<file path="src/rtl/core/pba_pkg.sv">
// Package for the page bitmap allocator: sizes, request and status codes,
// the configuration register indexes, the write-port struct and the tail-mask helper.
// It has no dependencies and is imported by every module of the block.
`default_nettype none

package pba_pkg;

   localparam int PAGES     = 512;
   localparam int WORD_W    = 32;
   localparam int BIT_W     = $clog2(WORD_W);
   localparam int BM_WORDS  = (PAGES + WORD_W - 1) / WORD_W;
   localparam int WIDX_W    = $clog2(BM_WORDS);
   localparam int PG_W      = 9;
   localparam int CNT_W     = 10;
   localparam int REQ_DATA_W = 16;
   localparam int RSP_DATA_W = 24;

   // Field placement inside rsp_tdata, lowest bit first.
   localparam int RSP_PAGE_LSB  = 0;
   localparam int RSP_COUNT_LSB = PG_W;

   typedef enum logic [1:0] {
      REQ_ALLOC = 2'd0,
      REQ_FREE  = 2'd1,
      REQ_INIT  = 2'd2,
      REQ_NONE  = 2'd3
   } req_kind_type;

   typedef enum logic [1:0] {
      ST_OK     = 2'd0,
      ST_NONE   = 2'd1,
      ST_BEYOND = 2'd2,
      ST_RSVD   = 2'd3
   } status_type;

   localparam logic CSR_LAST_OS_PAGE = 1'b0;
   localparam logic CSR_HIGHEST_PAGE = 1'b1;

   typedef struct packed {
      logic              en;
      logic [WIDX_W-1:0] addr;
      logic [WORD_W-1:0] data;
   } bm_write_type;

   // Bits of a bitmap word that stand for real pages (all of them unless
   // the page count is not a whole number of words).
   function automatic logic [WORD_W-1:0] word_valid_mask(input logic [WIDX_W-1:0] widx);
      logic [WORD_W-1:0] mask;
      mask = '0;
      for (int b = 0; b < WORD_W; b++) begin
         if ((int'(widx) * WORD_W + b) < PAGES) begin
            mask[b] = 1'b1;
         end
      end
      return mask;
   endfunction

endpackage

`default_nettype wire

</file>
<file path="src/rtl/core/pba_bitmap.sv">
// Free-page bitmap storage: one word per row, one read and one write port.
// Depends on pba_pkg for sizes and the write-port struct.
`default_nettype none

module pba_bitmap
   import pba_pkg::*;
(
   input  wire logic              clock,
   input  wire logic              reset,
   input  wire logic [WIDX_W-1:0] rd_addr,
   output logic      [WORD_W-1:0] rd_data,
   input  wire bm_write_type      wr
);

   logic [WORD_W-1:0] words_ff [BM_WORDS];

   always_ff @(posedge clock) begin
      if (reset) begin
         for (int i = 0; i < BM_WORDS; i++) begin
            words_ff[i] <= '0;
         end
      end else if (wr.en) begin
         words_ff[wr.addr] <= wr.data;
      end
   end

   assign rd_data = words_ff[rd_addr];

endmodule

`default_nettype wire

</file>
<file path="src/rtl/core/pba_ffs.sv">
// Find-first-set unit: lowest set bit of one bitmap word.
// Depends on pba_pkg for the word width.
`default_nettype none

module pba_ffs
   import pba_pkg::*;
(
   input  wire logic [WORD_W-1:0] word,
   output logic                   found,
   output logic      [BIT_W-1:0]  bit_idx
);

   always_comb begin
      found   = 1'b0;
      bit_idx = '0;
      // Walk from the top so that the lowest set bit wins.
      for (int b = WORD_W - 1; b >= 0; b--) begin
         if (word[b]) begin
            found   = 1'b1;
            bit_idx = BIT_W'(b);
         end
      end
   end

endmodule

`default_nettype wire

</file>
<file path="src/rtl/core/pba_seq.sv">
// Request sequencer: scans, updates and refills the bitmap one word a cycle,
// keeps the free count and the configuration registers, and owns the result register.
// Depends on pba_pkg and pba_ffs; drives the pba_bitmap write port.
`default_nettype none

module pba_seq
   import pba_pkg::*;
(
   input  wire logic              clock,
   input  wire logic              reset,
   input  wire logic              csr_we,
   input  wire logic              csr_addr,
   input  wire logic [PG_W-1:0]   csr_wdata,
   input  wire logic              req_valid,
   output logic                   req_ready,
   input  wire logic [1:0]        req_kind,
   input  wire logic [PG_W-1:0]   req_page,
   output logic                   rsp_valid,
   input  wire logic              rsp_ready,
   output logic      [1:0]        rsp_status,
   output logic      [PG_W-1:0]   rsp_page,
   output logic      [CNT_W-1:0]  rsp_count,
   output logic      [WIDX_W-1:0] bm_rd_addr,
   input  wire logic [WORD_W-1:0] bm_rd_data,
   output bm_write_type           bm_wr
);

   typedef enum logic [2:0] {
      S_IDLE,
      S_SCAN,
      S_FREE,
      S_FILL,
      S_DONE
   } state_type;

   localparam logic [WIDX_W-1:0] LAST_WORD = WIDX_W'(BM_WORDS - 1);
   localparam logic [CNT_W-1:0]  PAGES_CNT = CNT_W'(PAGES);

   state_type         state_ff, state_in;
   logic [WIDX_W-1:0] idx_ff, idx_in;
   logic [PG_W-1:0]   page_ff, page_in;
   status_type        status_ff, status_in;
   logic [CNT_W-1:0]  start_ff, start_in;
   logic [CNT_W-1:0]  count_ff, count_in;
   logic [PG_W-1:0]   last_os_ff;
   logic [PG_W-1:0]   highest_ff;
   logic              rsp_valid_ff, rsp_valid_in;
   logic [1:0]        rsp_status_ff, rsp_status_in;
   logic [PG_W-1:0]   rsp_page_ff, rsp_page_in;
   logic [CNT_W-1:0]  rsp_count_ff, rsp_count_in;

   logic              ffs_found;
   logic [BIT_W-1:0]  ffs_bit;
   logic [PG_W-1:0]   found_page;
   logic [WORD_W-1:0] fill_word;
   logic [CNT_W-BIT_W-1:0] start_word;
   logic [CNT_W-BIT_W-1:0] cur_word;
   logic              req_fire;
   logic              rsp_free;

   pba_ffs u_ffs (
      .word    (bm_rd_data),
      .found   (ffs_found),
      .bit_idx (ffs_bit)
   );

   assign found_page = {idx_ff, ffs_bit};
   assign req_ready  = (state_ff == S_IDLE);
   assign req_fire   = req_valid && req_ready;
   assign rsp_free   = !rsp_valid_ff || rsp_ready;
   assign bm_rd_addr = (state_ff == S_FREE) ? page_ff[PG_W-1:BIT_W] : idx_ff;

   // Refill word: pages below the start word are used, pages above it free,
   // and the start word itself is split at the first free page.
   assign start_word = start_ff[CNT_W-1:BIT_W];
   assign cur_word   = (CNT_W-BIT_W)'(idx_ff);
   always_comb begin
      if (cur_word < start_word) begin
         fill_word = '0;
      end else if (cur_word > start_word) begin
         fill_word = '1;
      end else begin
         fill_word = '1 << start_ff[BIT_W-1:0];
      end
      fill_word = fill_word & word_valid_mask(idx_ff);
   end

   always_comb begin
      state_in      = state_ff;
      idx_in        = idx_ff;
      page_in       = page_ff;
      status_in     = status_ff;
      start_in      = start_ff;
      count_in      = count_ff;
      rsp_valid_in  = rsp_valid_ff && !rsp_ready;
      rsp_status_in = rsp_status_ff;
      rsp_page_in   = rsp_page_ff;
      rsp_count_in  = rsp_count_ff;
      bm_wr.en      = 1'b0;
      bm_wr.addr    = bm_rd_addr;
      bm_wr.data    = bm_rd_data;

      unique case (state_ff)
         S_IDLE: begin
            if (req_fire) begin
               idx_in    = '0;
               page_in   = '0;
               status_in = ST_OK;
               case (req_kind)
                  REQ_ALLOC: begin
                     if (count_ff == '0) begin
                        status_in = ST_NONE;
                        state_in  = S_DONE;
                     end else begin
                        state_in = S_SCAN;
                     end
                  end
                  REQ_FREE: begin
                     if (CNT_W'(req_page) < PAGES_CNT) begin
                        page_in  = req_page;
                        state_in = S_FREE;
                     end else begin
                        state_in = S_DONE;
                     end
                  end
                  REQ_INIT: begin
                     start_in = CNT_W'(last_os_ff) + CNT_W'(1);
                     state_in = S_FILL;
                  end
                  default: begin
                     state_in = S_DONE;
                  end
               endcase
            end
         end
         S_SCAN: begin
            if (ffs_found) begin
               bm_wr.en   = 1'b1;
               bm_wr.data = bm_rd_data & ~(WORD_W'(1) << ffs_bit);
               count_in   = count_ff - CNT_W'(1);
               page_in    = found_page;
               status_in  = (found_page > highest_ff) ? ST_BEYOND : ST_OK;
               state_in   = S_DONE;
            end else if (idx_ff == LAST_WORD) begin
               // Count was nonzero but no bit is set: nothing to hand out.
               status_in = ST_NONE;
               state_in  = S_DONE;
            end else begin
               idx_in = idx_ff + WIDX_W'(1);
            end
         end
         S_FREE: begin
            bm_wr.en   = 1'b1;
            bm_wr.data = bm_rd_data | (WORD_W'(1) << page_ff[BIT_W-1:0]);
            if (count_ff < PAGES_CNT) begin
               count_in = count_ff + CNT_W'(1);
            end
            page_in  = '0;
            state_in = S_DONE;
         end
         S_FILL: begin
            bm_wr.en   = 1'b1;
            bm_wr.addr = idx_ff;
            bm_wr.data = fill_word;
            if (idx_ff == LAST_WORD) begin
               count_in = (start_ff < PAGES_CNT) ? (PAGES_CNT - start_ff) : '0;
               state_in = S_DONE;
            end else begin
               idx_in = idx_ff + WIDX_W'(1);
            end
         end
         S_DONE: begin
            if (rsp_free) begin
               rsp_valid_in  = 1'b1;
               rsp_status_in = status_ff;
               rsp_page_in   = page_ff;
               rsp_count_in  = count_ff;
               state_in      = S_IDLE;
            end
         end
         default: begin
            state_in = S_IDLE;
         end
      endcase
   end

   always_ff @(posedge clock) begin
      if (reset) begin
         state_ff     <= S_IDLE;
         count_ff     <= '0;
         last_os_ff   <= '0;
         highest_ff   <= PG_W'(511);
         rsp_valid_ff <= 1'b0;
      end else begin
         state_ff     <= state_in;
         count_ff     <= count_in;
         rsp_valid_ff <= rsp_valid_in;
         if (csr_we) begin
            unique case (csr_addr)
               CSR_LAST_OS_PAGE: last_os_ff <= csr_wdata;
               CSR_HIGHEST_PAGE: highest_ff <= csr_wdata;
               default:          ;
            endcase
         end
      end
      idx_ff        <= idx_in;
      page_ff       <= page_in;
      status_ff     <= status_in;
      start_ff      <= start_in;
      rsp_status_ff <= rsp_status_in;
      rsp_page_ff   <= rsp_page_in;
      rsp_count_ff  <= rsp_count_in;
   end

   assign rsp_valid  = rsp_valid_ff;
   assign rsp_status = rsp_status_ff;
   assign rsp_page   = rsp_page_ff;
   assign rsp_count  = rsp_count_ff;

endmodule

`default_nettype wire

</file>
<file path="src/rtl/core/page_bitmap_allocator_core.sv">
// Page bitmap allocator. An allocate scans the bitmap word by word with the find-first unit
// up to the first word with a free page, then loads the result; a zero free count and other
// requests load it directly. A free of a valid page updates one word, an init rewrites every
// word first. One request at a time, taken the cycle after the previous result is loaded;
// a finished request waits while an earlier result is not taken.
// Synchronous reset clears the bitmap and count, sets last_os_page 0 and highest_page 511.
`default_nettype none

module page_bitmap_allocator_core
   import pba_pkg::*;
(
   input  wire logic                  clock,
   input  wire logic                  reset,
   input  wire logic                  csr_we,
   input  wire logic                  csr_addr,
   input  wire logic [PG_W-1:0]       csr_wdata,
   input  wire logic                  req_tvalid,
   output logic                       req_tready,
   input  wire logic [REQ_DATA_W-1:0] req_tdata,   // [8:0] free_page, rest zero
   input  wire logic [1:0]            req_tuser,   // [1:0] req_type
   output logic                       rsp_tvalid,
   input  wire logic                  rsp_tready,
   output logic      [RSP_DATA_W-1:0] rsp_tdata,   // [8:0] page, [18:9] free_count
   output logic      [1:0]            rsp_tuser    // [1:0] status
);

   logic [WIDX_W-1:0] bm_rd_addr;
   logic [WORD_W-1:0] bm_rd_data;
   bm_write_type      bm_wr;
   logic [PG_W-1:0]   rsp_page;
   logic [CNT_W-1:0]  rsp_count;

   pba_bitmap u_bitmap (
      .clock   (clock),
      .reset   (reset),
      .rd_addr (bm_rd_addr),
      .rd_data (bm_rd_data),
      .wr      (bm_wr)
   );

   pba_seq u_seq (
      .clock      (clock),
      .reset      (reset),
      .csr_we     (csr_we),
      .csr_addr   (csr_addr),
      .csr_wdata  (csr_wdata),
      .req_valid  (req_tvalid),
      .req_ready  (req_tready),
      .req_kind   (req_tuser),
      .req_page   (req_tdata[PG_W-1:0]),
      .rsp_valid  (rsp_tvalid),
      .rsp_ready  (rsp_tready),
      .rsp_status (rsp_tuser),
      .rsp_page   (rsp_page),
      .rsp_count  (rsp_count),
      .bm_rd_addr (bm_rd_addr),
      .bm_rd_data (bm_rd_data),
      .bm_wr      (bm_wr)
   );

   assign rsp_tdata = {(RSP_DATA_W - PG_W - CNT_W)'(0), rsp_count, rsp_page};

endmodule

`default_nettype wire

</file>
<file path="config.mk">
export PLATFORM = sky130hd
export DESIGN_NAME = page_bitmap_allocator_core
export DESIGN_NICKNAME = d
export VERILOG_FILES = /design/src/rtl/core/pba_pkg.sv /design/src/rtl/core/pba_bitmap.sv /design/src/rtl/core/pba_ffs.sv /design/src/rtl/core/pba_seq.sv /design/src/rtl/core/page_bitmap_allocator_core.sv
export SDC_FILE = /design/constraint.sdc
export NUM_CORES = 1
export LEC_CHECK = 0
export BUFFER_PORTS_ARGS = -buffer_cell sky130_fd_sc_hd__buf_2
export CAP_MARGIN = 20
export CORE_UTILIZATION = 30
export CTS_CLUSTER_SIZE = 25
export DETAILED_ROUTE_END_ITERATION = 8
export PLACE_DENSITY = 0.48
export RECOVER_POWER = 50
export SYNTH_ARGS = -nofsm -noshare
export SYNTH_HDL_FRONTEND = slang
export SYNTH_HIERARCHICAL = 1
export SYNTH_SLANG_ARGS = --single-unit
</file>
<file path="constraint.sdc">
create_clock -name clock -period 6.75 [get_ports clock]
set_input_delay 0.3375 -clock clock [delete_from_list [all_inputs] [get_ports clock]]
set_output_delay 0.3375 -clock clock [all_outputs]
set_load 0.05 [all_outputs]
</file>
# Word level (Yosys, flattened, before mapping)
# Memory sizes are Yosys's and may differ from the RTL's.
# Cells that the tools add are included.
[word_totals] output_inout_bits=28 inputBits=33 ff_bits=78 wordCells=272 ram_bits=512 mem_count=1
[memory_table] memory="u_bitmap.words_ff" words=16 width=32 read_ports=1 rd_ports_with_merged_regs=0 write_ports=16 line="pba_bitmap.sv:15" source="logic [WORD_W-1:0] words_ff [BM_WORDS];"
[op_classes] reduce_logical=23 bitwise=5 shifts=3 n_addsub=36 mux=141 n_eq_ne=14 n_lt_le_gt_ge=37
[op_table] cell="$lt 32x11->1 const B" count=31
[op_table] cell="$add 9x5->10 const B" count=16
[op_table] cell="$mux 5" count=32
[op_table] cell="$mux 32" count=4
[op_table] cell="$pmux 32 s3" count=1
[op_table] cell="$add 9x4->10 const B" count=8
[op_table] cell="$mux 1" count=74
[op_table] cell="$and 32x32->32" count=2
[op_table] cell="$shl 1x5->32 const A" count=2
[op_table] cell="$add 9x3->10 const B" count=4
[op_table] cell="$mux 10" count=4
[op_table] cell="$not 32->32" count=1
[op_table] cell="$or 32x32->32" count=1
[op_table] cell="$reduce_or 32->1" count=1
[op_table] cell="$shl 32x5->32 const A" count=1
[op_table] cell="$pmux 10 s3" count=1
[op_table] cell="$mux 9" count=3
[op_table] cell="$pmux 9 s3" count=1
[op_table] cell="$mux 4" count=6
[op_table] cell="$add 9x1->10 const B" count=2
[op_table] cell="$add 9x2->10 const B" count=2
[op_table] cell="$lt 10x10->1 const B" count=2
[op_table] cell="$mux 3" count=5
[op_table] cell="$pmux 3 s5" count=1
[op_table] cell="other kinds (35)" count=54

# Depth between registers and ports, before layout
# Gate-level depths: netlist (run 1).
# An unclocked memory read counts as a cell.
[depth] ltp_word=42 ltp_mapped=24 mapped_depth_nobuf=19

# Hierarchy
# The synthesis (run 1) kept the hierarchy.
[by_module_without_submodules] mod="pba_bitmap" n_inst=1 seq_area_each_um2=15374.7 cells_each=1416 area_per_inst_um2=22909.5
[by_module_without_submodules] mod="pba_seq" n_inst=1 seq_area_each_um2=2021.9 cells_each=606 area_per_inst_um2=5398.9
[by_module_without_submodules] mod="pba_ffs" n_inst=1 seq_area_each_um2=0.0 cells_each=65 area_per_inst_um2=370.4
[by_module_without_submodules] mod="page_bitmap_allocator_core" n_inst=1 seq_area_each_um2=0.0 cells_each=6 area_per_inst_um2=41.3

# Worst setup path after synthesis (run 1)
# No wires, ideal clock.
[synth_path] path_kind="register to register" startpoint="reg u_seq.state_ff[0]" endpoint="mem u_bitmap.words_ff[10][19], data pin" path_buffers=6 slack_ps=1448 arrival_ps=5048 t_required_ps=6495 synth_period_minus_slack_ps=5302 stages_incl_launch_ff=23 setup_time_ps=255 cell_sequence="dfxtp_1 > buf_2 > nand2b_1 > nor2_1 > clkbuf_1 > nand2_1 > o21ai_0 > buf_2 > buf_4 > mux4_2 > a22oi_1 > nand2_1 > nor3b_1 > nor3_1 > o31ai_1 > o2111ai_1 > a221oi_1 > clkbuf_1 > nand3_1 > o311ai_0 > o221ai_1 > clkbuf_1 > and2_1"
[synth_rtl] item="start: declaration" line="pba_seq.sv:39" source="state_type state_ff, state_in;"
[synth_rtl] item="start signal: assignment" line="pba_seq.sv:195" source="state_ff <= state_in;"
[synth_rtl] item="end: declaration" line="pba_bitmap.sv:15"

==> run metrics, run 1 <==
status=finished, violations left; failing checks=capacitance limit, slew limit; htree depth=3; Vias=approximately 18000; GRT busiest layer=met2; antenna violations before repair=1; layout filler cell count=~9000; core footprint=roughly 0.095 mm²; design area=0.0329 mm²; dpl hpwl=between 50000 and 60000 µm; DRT Wirelength=between 80000 and 90000 µm; GR Util All Layers=a little under a fifth; area leader, netlist=edfxtp_1; Worst Setup End Kind=register; Peak supply drop=164 µV; final worst slack=between 0.2 and 0.25 ns; largest cells by area after synthesis=edfxtp_1 58%, and2_1 11%, mux4_2 10%, dfxtp_1 2.2%, a22oi_1 1.7%; multiplexer share of the synthesized area=about a tenth; starting density of the core=30.3%; Yosys Warn Count=6; RSZ-0062 raised after global routing=no; CTS root buffer=clkbuf_16; Leak=11.7 nW; top_reg_cell synth=edfxtp_1; post-synthesis sequential area ratio=60.6%; post-synth top area share=a little under 60%; Initial DRC Count=around 1500; post-synthesis cell area=about 0.029 mm²; count of cell types in the netlist=about 80; category of the critical setup timing path=register to register; DRC viols=0; Worst slew margin=-9.37%; layout cells sized above 1=between 10% and 20%; commonest cells after routing, fill and taps aside=558 x edfxtp_1, 440 x and2_1, 128 x mux4_2, 98 x nand2_1, 70 x buf_4; Final Setup Violations=0; syn_area_per_cell=13.7 µm²; final hold vios=0; TritonCTS Sinks=a little under 600; Fmax=between 0.15 and 0.2 GHz; Startpoint Class=register; Clk pin slew, worst setup/hold paths=around 0.06 ns; max-cap violation count=4; GPL Wtd Cong=just under 0.9; io pins=approximately 60; post-synthesis adder-cell area fraction=between 1 and 1.5%; most common cell after layout, fill and taps aside=edfxtp_1; PD cells=just under 300 mW/mm²; first-pass GRT wire length=about 130000 µm; FF+latch count, synth=a little under 600; complex-gate fraction of the synthesized area=6.48%; synthesis-to-finish area growth=14.7%; Setup TNS=0 ns; drt via density=5.16; port buffer count=48; met1 Use GR=approximately 25%; number of synthesized flops with an enable pin=558; post-CTS sizing=0; CP Data Arrival Time=between 6 and 7 ns; CTS tree=built; largest family of logic cells by synthesized area=simple AND/OR/NAND/NOR gates; Max Slew Vio Count=56; pre-CTS setup slack=0.458 ns; Worst-Skew Late Latency=around 0.63 ns; min Tclk post-route=between 6 and 7 ns; slew of the pin with the lowest slew margin=about 1.6 ns; Synth Area in Simple Gates=roughly 18%; Antenna Nets Post-Route=0; CP Data Required Time=between 7 and 8 ns; # rows=about 110; GRT met2 Usage=a little under a third; Hold WC Path Type=input port to register; TritonCTS Buffers=67; Synth Instances=roughly 2100; detailed-route wire length per cell=around 25 µm; GRT Residual Overflow=0; CP max FO=33; Die Footprint=0.0970 mm²; xor/xnor share of the synthesized area=0.396%; M3 GR Usage=around 2.7%; vias in the first global route=18600; Final Cycle Share=97.0%; Nets=2238; pin count of the biggest net entering global routing=52; Worst Skew=approximately 0.034 ns; DIE HEIGHT=~310 µm; Die Wd=about 310 µm; deepest clock path buffer count=3; DRT Pass-1 Iters=5; asr flop ratio synth=0%; Placed Area=about 0.031 mm²
worst max-delay path, cell delays in order (launching register included):
cell and delay (ns):
dfxtp_1 0.30, nand2b_1 0.20, nor2_1 0.32, buf_4 0.24, nand2_1 0.12, o21ai_4 0.11, buf_12 0.19, buf_12 0.23
mux4_2 0.53, a22oi_1 0.45, nand2_1 0.30, or4_1 0.62, nor3_1 0.42, nand3b_1 0.19, a21oi_1 0.17, nor2_1 0.12
nand4bb_1 0.12, clkbuf_1 0.39, nor2_4 0.30, or2_0 0.55, buf_12 0.31
routing by layer:
layer | vias up | routed length, µm
met5 | - | 0
met4 | 0 | 1720
met3 | 101 | 5020
met2 | 538 | 43000
met1 | 9356 | 39100
li1 | 7981 | -
flip-flops by register name (all words and copies together), names as in the netlist:
| name | cells |
|---|---|
| u_bitmap/words_ff | 512 |
| u_seq/count_ff | 10 |
| u_seq/rsp_count | 10 |
| u_seq/start_ff | 10 |
| u_seq/highest_ff | 9 |
| u_seq/last_os_ff | 9 |
| u_seq/page_ff | 9 |
| u_seq/rsp_page | 9 |
| u_seq/idx_ff | 4 |
| u_seq/state_ff | 3 |
| u_seq/rsp_status | 2 |
| u_seq/status_ff | 2 |
| u_seq/rsp_valid | 1 |
per-stage QoR:
stage | cells | utilization, % | hold WS, ns | power (mW)
finish | 3481 | 34.7 | 0.0258 | 9.81
global route | 3479 | 34.7 | 0.0199 | 10.2
CTS | 3476 | 34.9 | 0.00134 | 9.94
detailed placement | 3351 | 32.7 | 0.427 | 6.50
global placement | 3342 | 32.5 | 0.409 | 6.48
floorplan | 2097 | - | 0.400 | 5.56
cells by family after synthesis:
| group | Yosys count |
|---|---|
| xor+xnor | 13 |
| other cells | 1 |
| simple gates | 868 |
| mux | 135 |
| buf+inv | 200 |
| compound gates | 254 |
| fa+ha+maj | 32 |
| flops | 590 |
cell usage after synthesis, drive strengths merged, types with 31 or more instances:
master,instances
a21oi,38
a22oi,66
and2,518
buf,37
clkbuf,128
dfxtp,32
edfxtp,558
ha,31
inv,34
mux4,128
nand2,98
nand3,34
nor2,74
worst paths after layout:
check | from | end | depth (start not counted) | slack [ns]
setup / recovery | u_seq/state_ff[0] | u_bitmap/words_ff[5][1] | 20 | 0.20
setup reg to reg | u_seq/state_ff[0] | u_bitmap/words_ff[5][1] | 20 | 0.20
hold / removal | req_tdata[8] | u_seq/page_ff[8] | 2 | 0.03
hold reg to reg | u_seq/status_ff[1] | u_seq/rsp_status[1] | 0 | 0.43
power by group:
part / switching [mW] / leakage, nW / total (mW) / internal, mW
Combinational: 1.42 / 4.76 / 2.13 / 0.708
Clock: 1.47 / 0.965 / 3.41 / 1.94
Sequential: 0.0929 / 5.99 / 4.27 / 4.18
Total: 2.98 / 11.7 / 9.81 / 6.83
area by class of cell:
type	count	area (µm²)	share of cell area [%]
Clock buffer	83	1780	5.40
Clock inverter	27	214	0.650
Tap cell	1265	1580	4.81
Multi-Input combinational cell	1307	10500	31.9
Antenna cell	2	5.00	0.0152
Sequential cell	590	17400	52.8
Inverter	35	131	0.399
Timing Repair Buffer	172	1320	4.02
what timing repair did:
| action | in CTS | in global routing |
|---|---|---|
| hold endpoints to repair | 15 | 0 |
| hold buffers | 15 | 0 |
| setup buffers | 0 | 0 |
Power figures use the tool's default switching activity.
==> run 2: changes to the inputs <==
CELL_PAD_IN_SITES_DETAIL_PLACEMENT = 1   (was not set)
CELL_PAD_IN_SITES_GLOBAL_PLACEMENT = 1   (was not set)
PLACE_DENSITY = 0.54   (was 0.48)
SLEW_MARGIN = 20   (was not set)
==> run 2 against run 1 <==
The flow still finishes with violations (capacitance limit, slew limit). Clock power grew 6.7%. Highest routed layer unchanged. Critical endpoint is now u_bitmap/words_ff[2][21]. Power grew 1.7%. Register-to-register slack gained 0.07 ns. Flip-flop and latch count is the same. Hold slack gained 0.018 ns. Die area is the same. First-iteration DRC count shrank 3.5%. Count of clock-buffer cells in the layout grew 8.
==> run metrics, run 2 (synthesized netlist as in run 1, its figures left out) <==
status=finished, violations left; failing checks=capacitance limit, slew limit; GPL Wtd Cong=roughly 0.90; Nets=between 2000 and 2500; drt via density=around 5.2; Final Cycle Share=between 90 and 100%; # rows=~110; CP Data Arrival Time=6.71 ns; Top Metal Used=met4; io pins=61; CTS tree=built; core footprint=~0.095 mm²; GR Util All Layers=between 10% and 20%; Hold WC Path Type=input port to register; Clk pin slew, worst setup/hold paths=roughly 0.060 ns; reg2reg setup slack=0.27 ns; synthesis-to-finish area growth=15.6%; DRT Wirelength=~94000 µm; Setup TNS=0 ns; Startpoint Class=register; CP startpoint=u_seq/state_ff[0]; CTS root buffer=clkbuf_16; Register Area=between 0.015 and 0.02 mm²; CP max FO=24; DIE HEIGHT=311 µm; commonest cells after routing, fill and taps aside=558 x edfxtp_1, 431 x and2_1, 128 x mux4_2, 98 x nand2_1, 71 x clkbuf_16; Antenna Nets Post-Route=0; Met3 Wirelength=slightly below 5000 µm; Final Setup Violations=0; CP Data Required Time=~7 ns; port buffer count=48; Critical R2R Capture=u_bitmap/words_ff[2][21]; min Tclk post-route=approximately 6.5 ns; area of the multi-input gates=around 0.011 mm²; Max Slew Vio Count=15; pin count of the biggest net entering global routing=52; Die Wd=between 300 and 400 µm; layout filler cell count=slightly below 10000; R2R Path Start=u_seq/state_ff[0]; final design utilization=a little over a third; RSZ-0062 raised after global routing=no; Vias=approximately 18000; layout cells sized above 1=18.3%; category of the critical setup timing path=register to register; most common cell after layout, fill and taps aside=edfxtp_1; met2 wire length=approximately 45000 µm; GRT Residual Overflow=0; deepest clock path buffer count=3; Fmax=between 0.15 and 0.2 GHz; worst-path cell chain=nand2b_1, nor2_1, buf_4, mux2_2, nor2_4, a22oi_1, nand2_1, nor4_1, nand3_1, nor3_1, nand3b_1, a21oi_1, nor2_1, or4b_4, nor2_1, or2_0, buf_4; worst stage delay on the critical path=about 0.97 ns; cell mode on critical path=nor2_1; TritonCTS Sinks=roughly 600; Worst-Skew Late Latency=about 0.62 ns; TritonCTS Buffers=70; Peak supply drop=approximately 150 µV; Leak=roughly 12 nW; Hold Path Depth=2; slew of the pin with the lowest slew margin=between 1.5 and 2 ns; starting density of the core=30.3%; first-pass GRT wire length=~140000 µm; Worst slew margin=-0.425%; Hold Path Sink=u_seq/page_ff[7]; htree depth=3; Worst Skew=approximately 0.024 ns; DRC viols=0; depth of the most critical reg-to-reg path=17; Initial DRC Count=around 1400; Slowest-stage cell, CP=or2_0; max-cap violation count=1; Die Footprint=roughly 0.097 mm²; PD cells=about 300 mW/mm²; detailed-route wire length per cell=about 27 µm; M1 WL=42700 µm; antenna violations before repair=1; final hold vios=0; Biggest register=u_bitmap/words_ff; max reg flops=a little over 500; dpl hpwl=between 50000 and 60000 µm; vias in the first global route=slightly below 20000; hold_sp=req_tdata[7]; post-CTS sizing=0; DRT Pass-1 Iters=5; Worst Setup End Kind=register
==> run 2: changes by cell type in the layout (fill, tap and decap cells not counted), moves of 4 or more <==
cell      before  now
and2_1       440  431
clkbuf_4       3    8
buf_4         70   64
clkbuf_2       6   10
nor2_4         5    9
buf_2         20   25
or2_0         12    5
diode_2        2    6
and2_0        57   66
buf_12        17   13
or2_2          3   12
==> run 2: final cells by class <==
class,instances,area share [%]
Multi-Input combinational cell,1307,31.8
Tap cell,1265,4.77
Timing Repair Buffer,174,4.09
Clock buffer,91,5.64
Sequential cell,590,52.4
Clock inverter,33,0.841
Antenna cell,6,0.0452
Inverter,35,0.396
==> run 2: critical path, delay by kind of cell (launching register included) <==
kind	cells	cell delay [ns]
muxes	1	0.44
buffers and inverters	2	0.84
and+or+nand+nor	12	4.03
AOI/OAI and AO/OA	2	0.41
DFF	1	0.30
==> run 2: worst max path at each step <==
stage / to / slack (ns)
final: u_bitmap/words_ff[2][21] / 0.27
after CTS: u_bitmap/words_ff[0][3] / 0.37
after detailed placement: u_bitmap/words_ff[4][3] / 0.39
after global placement: u_bitmap/words_ff[9][15] / 0.43
after global routing: u_bitmap/words_ff[0][7] / 0.04
after floorplan: u_bitmap/words_ff[10][19] / 1.45
==> run 2: report_power, final <==
part / switching (mW) / internal [mW]
sequential: 0.0882 / 4.18
clock: 1.53 / 2.11
combinational: 1.38 / 0.699
==> run 2: per-layer routing <==
| metal | up-vias | GRT usage, % |
|---|---|---|
| met4 | 0 | 5.47 |
| met1 | 9720 | 26.7 |
| met3 | 129 | 3.13 |
| met2 | 473 | 31.8 |
| li1 | 8009 | - |
| met5 | - | 0 |
==> run 2: what timing repair did <==
item	CTS	global route
hold buffers	17	0
setup buffers	0	0
endpoints found under the hold margin	17	0
==> run 2: per-stage QoR <==
| stage | cell area [µm²] | hold slack (ns) | cells | setup WS, ns | power [mW] |
|---|---|---|---|---|---|
| 2_1_floorplan | 28700 | 0.400 | 2097 | 1.45 | 5.56 |
| 3_3_place_gp | 30900 | 0.411 | 3347 | 0.426 | 6.41 |
| 3_5_place_dp | 31000 | 0.415 | 3353 | 0.386 | 6.45 |
| 4_1_cts | 33400 | 0.00146 | 3494 | 0.373 | 10.1 |
| 5_1_grt | 33200 | 0.0304 | 3495 | 0.0430 | 10.4 |
| 6_report | 33200 | 0.0434 | 3501 | 0.270 | 9.98 |
==> run 3: changes to the inputs <==
PLACE_DENSITY = not set   (was 0.54)
PLACE_DENSITY_LB_ADDON = 0.1   (was not set)
==> run 3 against run 2 <==
The flow now finishes without violations. Wire length rose by 1.4%. Register-to-register slack improved by 0.05 ns. Final area rose by 0.12%. Sequential share of layout area fell by 0.061 points. Flip-flop and latch count did not move. Count of clock-buffer cells in the layout rose by 5. Via count fell by 1.5%. Global-route usage rose by 0.28 points. Critical path depth rose by 1. Clock skew barely moved. Utilization barely moved. Power rose by 1.3%. Critical endpoint is now u_bitmap/words_ff[0][18]. Largest power group unchanged.
==> run metrics, run 3 (synthesized netlist as in run 1, its figures left out) <==
pre-CTS setup slack=between 0.4 and 0.5 ns; combinational share of power=a little over a fifth; GRT Residual Overflow=0; RSZ-0062 raised after global routing=no; CP Data Arrival Time=6.80 ns; DRT Pass-1 Iters=5; Clk pin slew, worst setup/hold paths=~0.060 ns; final worst slack=about 0.32 ns; Psw=3.06 mW; Worst slew margin=around 4.5%; layout cells sized above 1=18.9%; Die Footprint=between 0.09 and 0.1 mm²; Final Setup Violations=0; CTS root buffer=clkbuf_16; CP Data Required Time=between 7 and 8 ns; antenna violations before repair=4; DRC viols=0; synthesis-to-finish area growth=15.7%; category of the critical setup timing path=register to register; max reg flops=512; Leak=about 12 nW; port buffer count=48; design area=approximately 0.033 mm²; Critical Path Sink=u_bitmap/words_ff[0][18]; Antenna Nets Post-Route=0; io pins=a little over 60; depth of the most critical reg-to-reg path=18; Vias=approximately 18000; commonest cells after routing, fill and taps aside=558 x edfxtp_1, 440 x and2_1, 128 x mux4_2, 98 x nand2_1, 82 x buf_4; deepest clock path buffer count=3; Hold Path Depth=2; Sw Share=30.2%; TritonCTS Sinks=590; reg2reg setup slack=0.32 ns; htree depth=3; min Tclk post-route=6.43 ns; DRT Wirelength=~96000 µm; status=complete, no violations; Hold WC Path Type=input port to register; TritonCTS Buffers=72; CP startpoint=u_seq/state_ff[0]; vias in the first global route=roughly 19000; Setup TNS=0 ns; worst stage delay on the critical path=roughly 0.59 ns; max-cap violation count=0; final hold vios=0; # rows=113; Biggest register=u_bitmap/words_ff; post-CTS sizing=0; Max Slew Vio Count=0; detailed-route wire length per cell=around 27 µm; Die Wd=approximately 310 µm; Worst Setup End Kind=register; P_int=slightly above 7 mW; number of buffers and inverters on the critical path=4; R2R Path Start=u_seq/state_ff[0]; sequential group share of total power=a little over two fifths; PD cells=between 300 and 400 mW/mm²; dpl hpwl=between 60000 and 70000 µm; Fmax=between 0.15 and 0.2 GHz; Slowest-stage cell, CP=buf_4; Critical R2R Capture=u_bitmap/words_ff[0][18]; Placed Area=about 0.031 mm²; core footprint=around 0.095 mm²; Nets=~2300; Worst Skew=approximately 0.025 ns; first-pass GRT wire length=139000 µm; GR Util All Layers=between 10% and 20%; delay-heaviest family, CP=simple AND/OR/NAND/NOR gates; CTS tree=built; Crit path depth=18; most common cell after layout, fill and taps aside=edfxtp_1; Final Cycle Share=approximately 95%; Worst-Skew Late Latency=approximately 0.63 ns; drt via density=5.13; hold slack=approximately 0.037 ns; Initial DRC Count=about 1200; GPL Wtd Cong=~0.86; CP max FO=51; share of total power in the clock network=a little over a third; Total Power=between 10 and 15 mW; pin count of the biggest net entering global routing=52; starting density of the core=30.3%; layout filler cell count=9903; worst-path cell chain=nand2b_1, nor2_1, buf_4, mux2_8, buf_4, mux4_2, a22oi_1, nand2_1, nor4_1, nand3_1, nor3b_1, clkbuf_1, nand3_1, or4_1, nand3_1, o221ai_1, buf_4, and2_2; Startpoint Class=register; DIE HEIGHT=311 µm; slew of the pin with the lowest slew margin=roughly 1.4 ns; Peak supply drop=150 µV
[run 3: worst min-delay path by stage]
stage	end	slack, ns	start
2_1_floorplan	u_seq/rsp_status[0]	0.40	u_seq/status_ff[0]
3_3_place_gp	u_seq/rsp_status[1]	0.42	u_seq/status_ff[1]
3_5_place_dp	u_seq/rsp_status[0]	0.41	u_seq/status_ff[0]
4_1_cts	u_seq/rsp_valid	0.001	rsp_tready
5_1_grt	u_seq/page_ff[1]	0.03	req_tdata[1]
6_report	u_seq/page_ff[1]	0.04	req_tdata[1]
[run 3: layer usage]
metal	vias up	share of wire (%)	track usage, %
met3	108	3.5	2.40
met2	332	50	34.1
li1	8033	-	-
met4	0	1.8	5.00
met5	-	0	0
met1	9576	45	26.2
[run 3: what timing repair did]
action | CTS | global route
setup buffers | 0 | 4
endpoints found under the setup margin | 0 | 1
hold endpoints to repair | 14 | 0
hold buffers | 14 | 0
[run 3: power groups by stage]
stage	sequential [mW]	clock [mW]	combinational, mW
global route	4.28	3.94	2.32
finish	4.26	3.69	2.16
floorplan	4.33	0	1.23
global placement	4.33	0	2.19
CTS	4.27	3.82	2.22
detailed placement	4.34	0	2.20
[run 3: layout make-up]
cell class                 instances  area, µm²  area share, %
inverter                          35        131          0.395
multi-input combinational       1307      10600           31.8
sequential                       590      17400           52.4
clock inverter                    30        274          0.825
timing repair buffer             194       1360           4.09
clock buffer                      96       1920           5.79
antenna                            3       7.51         0.0226
tap                             1265       1580           4.76
[run 3: metrics by stage]
stage	utilization (%)	std cells
2_1_floorplan	-	2097
4_1_cts	35.2	3513
6_report	35.0	3520
3_3_place_gp	32.7	3372
5_1_grt	35.0	3517
3_5_place_dp	32.8	3373
